`src/hdl/ial_pkg.sv`:
```
// ial_pkg: command codes, error codes and cell control type for the indexed array list
// depends on: nothing
package ial_pkg;

    typedef enum logic [2:0] {
        CMD_APPEND       = 3'd0,
        CMD_REMOVE_AT    = 3'd1,
        CMD_REMOVE_FIRST = 3'd2,
        CMD_REMOVE_LAST  = 3'd3,
        CMD_READ         = 3'd4,
        CMD_WRITE        = 3'd5
    } ial_cmd_t;

    localparam logic [1:0] ERR_OK    = 2'd0;
    localparam logic [1:0] ERR_RANGE = 2'd1;
    localparam logic [1:0] ERR_FULL  = 2'd2;

    // per-cycle control broadcast to every cell
    typedef struct packed {
        logic wr;     // load wr_data into the cell at target
        logic shift;  // cells at or above target take their upper neighbor
    } ial_ctl_t;

endpackage

```
`src/hdl/ial_cell.sv`:
```
// ial_cell: one storage cell of the list, holds one word and takes its neighbor on a remove
// depends on: ial_pkg
module ial_cell #(
    parameter int IDX_W = 6
) (
    input  logic                 clk,
    input  logic [IDX_W-1:0]     index,
    input  logic [IDX_W-1:0]     target,
    input  ial_pkg::ial_ctl_t    ctl,
    input  logic [31:0]          wr_data,
    input  logic [31:0]          nbr_data,
    output logic [31:0]          data,
    output logic [31:0]          tap
);
    import ial_pkg::*;

    logic [31:0] data_reg;
    logic [31:0] data_next;
    logic        hit;

    assign hit = (index == target);

    always_comb
    begin
        data_next = data_reg;
        if (ctl.wr && hit)
        begin
            data_next = wr_data;
        end
        else if (ctl.shift && (index >= target))
        begin
            data_next = nbr_data;
        end
    end

    always_ff @(posedge clk)
    begin
        data_reg <= data_next;
    end

    assign data = data_reg;
    assign tap  = hit ? data_reg : 32'd0;

endmodule

```
`src/hdl/indexed_array_list.sv`:
```
// indexed_array_list: ordered list of signed words kept in a row of register cells
// depends on: ial_pkg, ial_cell
//
// usage
//   the slave stream carries one command word per handshake, the master stream returns
//   exactly one result word per command, in order
//   s_tdata  : command [2:0], position [8:3], value [40:9], zero [47:41]
//   m_tdata  : data [31:0], error [33:32], element_count [40:34], zero [47:41]
//   commands : append, remove at index, remove first, remove last, read, write;
//   codes 6 and 7 are answered with the range error and change nothing
// timing
//   the result word is registered and appears in the cycle after its command is taken; one
//   command per cycle is sustained while results are taken, since every cell updates in parallel in that same cycle:
//   a write loads one cell, a remove makes every cell at or above the target take its
//   upper neighbor, and a read selects one cell through an and-or tree
// reset
//   rst_n clears the element count and the output valid; cell contents are left alone,
//   only cells below the count are ever read and each of them was written first
// backpressure
//   the result sits in an output register; while it is not taken s_tready drops, and
//   a new command is taken in the same cycle the pending result leaves
module indexed_array_list #(
    parameter int DEPTH = 64
) (
    input  logic        clk,
    input  logic        rst_n,
    input  logic        s_tvalid,
    output logic        s_tready,
    input  logic [47:0] s_tdata,   // command[2:0], position[8:3], value[40:9], pad
    output logic        m_tvalid,
    input  logic        m_tready,
    output logic [47:0] m_tdata    // data[31:0], error[33:32], element_count[40:34], pad
);
    import ial_pkg::*;

    localparam int IDX_W = $clog2(DEPTH);
    localparam int CNT_W = $clog2(DEPTH + 1);
    localparam int CMP_W = (CNT_W > 6) ? CNT_W : 6;
    localparam int OUT_W = (CNT_W > 7) ? CNT_W : 7;

    // input word fields
    ial_cmd_t    cmd;
    logic [5:0]  pos;
    logic [31:0] val;

    // state
    logic [CNT_W-1:0] count_reg;
    logic [CNT_W-1:0] count_next;
    logic             m_tvalid_reg;
    logic             m_tvalid_next;
    logic [47:0]      m_tdata_reg;
    logic [47:0]      m_tdata_next;

    logic             accept;
    logic [CMP_W-1:0] pos_w;
    logic [CNT_W-1:0] count_dec;
    logic             pos_ok;
    logic             not_empty;
    logic             not_full;

    // command decode
    ial_ctl_t         ctl;
    ial_ctl_t         cell_ctl;
    logic [IDX_W-1:0] target;
    logic [1:0]       err;
    logic             rd;

    // cell row
    logic [31:0]      cell_data [DEPTH];
    logic [31:0]      cell_tap  [DEPTH];
    logic [31:0]      tap_or;
    logic [31:0]      data_out;
    logic [OUT_W-1:0] count_wide;

    assign cmd = ial_cmd_t'(s_tdata[2:0]);
    assign pos = s_tdata[8:3];
    assign val = s_tdata[40:9];

    assign s_tready = !m_tvalid_reg || m_tready;
    assign accept   = s_tvalid && s_tready;

    assign pos_w     = CMP_W'(pos);
    assign count_dec = count_reg - CNT_W'(1);
    assign pos_ok    = pos_w < CMP_W'(count_reg);
    assign not_empty = count_reg != '0;
    assign not_full  = count_reg != CNT_W'(DEPTH);

    always_comb
    begin
        ctl        = '0;
        target     = '0;
        err        = ERR_OK;
        rd         = 1'b0;
        count_next = count_reg;
        unique case (cmd)
            CMD_APPEND:
            begin
                if (not_full)
                begin
                    ctl.wr     = 1'b1;
                    target     = count_reg[IDX_W-1:0];
                    count_next = count_reg + CNT_W'(1);
                end
                else
                begin
                    err = ERR_FULL;
                end
            end
            CMD_REMOVE_AT:
            begin
                if (pos_ok)
                begin
                    ctl.shift  = 1'b1;
                    rd         = 1'b1;
                    target     = pos_w[IDX_W-1:0];
                    count_next = count_dec;
                end
                else
                begin
                    err = ERR_RANGE;
                end
            end
            CMD_REMOVE_FIRST:
            begin
                if (not_empty)
                begin
                    ctl.shift  = 1'b1;
                    rd         = 1'b1;
                    count_next = count_dec;
                end
                else
                begin
                    err = ERR_RANGE;
                end
            end
            CMD_REMOVE_LAST:
            begin
                if (not_empty)
                begin
                    ctl.shift  = 1'b1;
                    rd         = 1'b1;
                    target     = count_dec[IDX_W-1:0];
                    count_next = count_dec;
                end
                else
                begin
                    err = ERR_RANGE;
                end
            end
            CMD_READ:
            begin
                if (pos_ok)
                begin
                    rd     = 1'b1;
                    target = pos_w[IDX_W-1:0];
                end
                else
                begin
                    err = ERR_RANGE;
                end
            end
            CMD_WRITE:
            begin
                if (pos_ok)
                begin
                    ctl.wr = 1'b1;
                    target = pos_w[IDX_W-1:0];
                end
                else
                begin
                    err = ERR_RANGE;
                end
            end
            default:
            begin
                err = ERR_RANGE;
            end
        endcase
    end

    // cells only move on an accepted word
    assign cell_ctl = accept ? ctl : '0;

    // row of cells, each one takes its upper neighbor on a remove
    for (genvar i = 0; i < DEPTH; i++)
    begin : g_cell
        logic [31:0] nbr;
        if (i == DEPTH - 1)
        begin : g_top
            assign nbr = cell_data[i];
        end
        else
        begin : g_mid
            assign nbr = cell_data[i + 1];
        end

        ial_cell #(
            .IDX_W (IDX_W)
        ) u_cell (
            .clk      (clk),
            .index    (IDX_W'(i)),
            .target   (target),
            .ctl      (cell_ctl),
            .wr_data  (val),
            .nbr_data (nbr),
            .data     (cell_data[i]),
            .tap      (cell_tap[i])
        );
    end

    // only the addressed cell drives a nonzero tap
    always_comb
    begin
        tap_or = '0;
        for (int i = 0; i < DEPTH; i++)
        begin
            tap_or = tap_or | cell_tap[i];
        end
    end

    assign data_out   = rd ? tap_or : 32'd0;
    assign count_wide = OUT_W'(count_next);

    assign m_tvalid_next = accept ? 1'b1 : (m_tready ? 1'b0 : m_tvalid_reg);
    assign m_tdata_next  = accept ? {7'd0, count_wide[6:0], err, data_out} : m_tdata_reg;

    always_ff @(posedge clk or negedge rst_n)
    begin
        if (!rst_n)
        begin
            count_reg    <= '0;
            m_tvalid_reg <= 1'b0;
        end
        else
        begin
            if (accept)
            begin
                count_reg <= count_next;
            end
            m_tvalid_reg <= m_tvalid_next;
        end
    end

    // result payload, no reset needed
    always_ff @(posedge clk)
    begin
        m_tdata_reg <= m_tdata_next;
    end

    assign m_tvalid = m_tvalid_reg;
    assign m_tdata  = m_tdata_reg;

endmodule

```
`config.mk`:
```
export PLATFORM = sky130hd
export DESIGN_NAME = indexed_array_list
export DESIGN_NICKNAME = d
export VERILOG_FILES = /design/src/hdl/ial_pkg.sv /design/src/hdl/ial_cell.sv /design/src/hdl/indexed_array_list.sv
export SDC_FILE = /design/constraint.sdc
export NUM_CORES = 2
export LEC_CHECK = 0
export BUFFER_PORTS_ARGS = -buffer_cell sky130_fd_sc_hd__buf_2
export CORE_MARGIN = 4
export CORE_UTILIZATION = 50
export DETAILED_ROUTE_END_ITERATION = 10
export PLACE_DENSITY = 0.73
export SLEW_MARGIN = 30
export SYNTH_ARGS = -nofsm -noshare
export SYNTH_HDL_FRONTEND = slang
export SYNTH_HIERARCHICAL = 1
export SYNTH_SLANG_ARGS = --single-unit
```
`constraint.sdc`:
```
create_clock -name clk -period 18.8 [get_ports clk]
set_clock_uncertainty 0.2 [all_clocks]
set_input_delay 2.82 -clock clk [delete_from_list [all_inputs] [get_ports clk]]
set_output_delay 2.82 -clock clk [all_outputs]
set_load 0.02 [all_outputs]
```
==> impl_metrics.env <==
export IMPL_top_usage_layer="met2"
export IMPL_grt_max_degree=67
export IMPL_finalCriticalPeriod_ns=9.63
export IMPL_synth_edff_count=2089
export IMPL_grt_pass1_wl_mm=655
export IMPL_rows=185
export IMPL_track_usage_pct=34.2
export IMPL_dp_cells=12684
export IMPL_grt_pass1_vias=85241
export IMPL_max_freq_mhz=104
export IMPL_largest_reg_flops=2048
export IMPL_gr_usage_met2_pct=49.6
export IMPL_drive_gt1_share_pct=31.2
export IMPL_fin_tns_setup_ns=0
export IMPL_grt_ovfl_total=0
export IMPL_cap_violations=0
export IMPL_gp_congestion=0.970
export IMPL_setup_viol=0
export IMPL_n_fill_cell=20400
export IMPL_die_h_um=514
export IMPL_netlist_instances=9320
export IMPL_avgViaCountPerCell=6.85
export IMPL_synth_seq_cells=2097
export IMPL_leakagePower_nw=64.9
export IMPL_seq_area_um2=62900
export IMPL_layout_common_cells="and3_1, edfxtp_1, mux2_4"
export IMPL_dpl_hpwl_mm=303
export IMPL_clk_pin_slew_worst_paths_ns=0.06
export IMPL_finalNonFillerCells=13104
export IMPL_rsz0062_at_grt="no"
export IMPL_coreArea_um2=255000
export IMPL_async_flop_share_pct=0.381
export IMPL_syn2layout_area_growth_pct=8.77
export IMPL_worst_slew_pin_slew_ns=1.16
export IMPL_clock_sinks=2097
export IMPL_final_common_cell="and3_1"
export IMPL_met1_usage_pct=43.8
export IMPL_arrival_ns=10.02
export IMPL_status="complete, no violations"
export IMPL_min_period_over_period_pct=51.2
export IMPL_timing_slew_headroom_pct=22.0
export IMPL_worstHoldStart="g_cell[56].u_cell/data[2]"
export IMPL_crit_path_start_kind="input pin"
export IMPL_clk_path_buf_depth=3
export IMPL_drc=0
export IMPL_start_util_pct=50.3
export IMPL_die_w_um=514
export IMPL_layout_nets=9992
export IMPL_synthFlopType="edfxtp_1"
export IMPL_antenna_found_initial=26
export IMPL_critical_path_class="in -> reg"
export IMPL_end_kind="register"
export IMPL_cts_buffers=223
export IMPL_cts_repair_resized=0
export IMPL_drt_pre_antenna_iters=6
export IMPL_worst_path_max_fanout=35
export IMPL_hold_viol=0
export IMPL_hold_class="reg -> reg"
export IMPL_multi_input_area_um2=61100
export IMPL_ys_seq_area_share_pct=49.1
export IMPL_power_density_nw_per_um2=95.9
export IMPL_crit_start="s_tdata[8]"
export IMPL_insertion_delay_ns=0.92
export IMPL_cts_hold_repair_buffers=0
export IMPL_die_area_um2=264000
export IMPL_grtUsageMet3_pct=11.4
export IMPL_antenna_left=0
export IMPL_cts_root_buf="clkbuf_16"
export IMPL_syn_avg_cell_area_um2=13.7
export IMPL_wl_mm=472
export IMPL_cts_tree="done"
export IMPL_cp_data_required_time_ns=19.19
export IMPL_avgRoutedWirePerCell_um=36.0
export IMPL_power_mw=13.4
export IMPL_num_vias=89817
export IMPL_boundaryPins=102
export IMPL_r2r_start="count_reg[3]"
export IMPL_yosys_warnings=6
export IMPL_htreeDepth=4
export IMPL_slew_viol_final=0
export IMPL_numPortBuffers=87
export IMPL_ir_drop_mv=0.0947
export IMPL_cts_setup_buffers=0
export IMPL_drtIter0Drc=15062
export IMPL_synthesis_area_um2=128000
export IMPL_fin_hold_ws_ns=0.339
export IMPL_ys_types=64
## metrics by stage
stage	setup WS, ns	utilization [%]	instance area, µm²
after floorplan	4.79	-	130000
after global placement	8.19	51.7	132000
after detailed placement	8.42	51.8	132000
after CTS	9.32	54.6	139000
after global routing	9.23	54.7	139000
final	9.17	54.7	139000
## synth_stat cells (8+ instances only)
library cell  count  area [µm²]
and3_1         2242       14000
mux2_2          128        1440
or2_2            65         407
buf_6           193        2170
nand2_1          84         315
mux2_4         1920       28800
ha_1            394        4930
a21oi_1         137         686
o221a_2          65         732
nor4_1          546        3420
nand3_4          64        1120
dfrtp_1           8         200
nor2_1           47         176
nand4_1         196        1230
clkbuf_1        390        1460
o32a_1           64         641
inv_1           394        1480
buf_4           137        1030
nor2b_1          65         407
edfxtp_1       2089       62700
nor3_1            8        40.0
## layer usage
layer	vias up	share of wire [%]
li1	36282	-
met1	45141	36
met2	7106	42
met3	1272	14
met4	16	8.1
met5	-	0.045
## worst paths after layout
| path | slack [ns] | end | cells after the start |
|---|---|---|---|
| max | 9.17 | m_tdata[19] | 19 |
| min | 0.34 | g_cell[55].u_cell/data[2] | 1 |
| max reg2reg | 10.46 | m_tdata[19] | 20 |
| min reg2reg | 0.34 | g_cell[55].u_cell/data[2] | 1 |
| max in group asynchronous | 16.59 | count_reg[0] | 1 |
| min in group asynchronous | 1.60 | m_tvalid | 1 |
## cells by family (layout without fill, tap and decap cells)
family          count (synthesis)  after routing  synth area share [%]
compound gates                319            319                  1.95
xor+xnor                        3              3                0.0205
fa+ha+maj                     394            394                  3.85
buf+inv                      1119           1134                  4.81
flops                        2097           2097                  49.1
mux                          2048           2048                  23.6
other cells                     2            405               0.00586
simple gates                 3338           3338                  16.6
## final cells by class
class,instances,area share (%)
flip-flops and latches,2097,45.2
multi-input cells,6493,43.9
clock buffers,283,4.22
well taps,3366,3.02
repair buffers,336,1.78
inverters,395,1.06
clock inverters,120,0.846
diodes,14,0.0251
## where the power goes
part	leakage, nW	internal, mW	total (mW)	switching [mW]
clock	3.43	2.44	4.42	1.98
combinational	42.3	0.928	3.33	2.40
sequential	19.1	5.46	5.62	0.162
## worst max-delay path: stages
cell and delay, ns:
buf_2 0.13, ha_1 0.31, a21oi_1 0.41, o21ai_2 0.22, a211oi_2 0.60, a221o_4 0.26, buf_4 0.46, buf_4 0.46
buf_4 0.42, inv_1 0.09, ha_1 0.31, and3_1 0.18, buf_4 0.25, and3_1 0.40, nor4_2 0.23, buf_4 0.31
nand4_1 0.83, nor4_1 1.08, nor2_1 0.07
(Power assumes the default switching activity.)
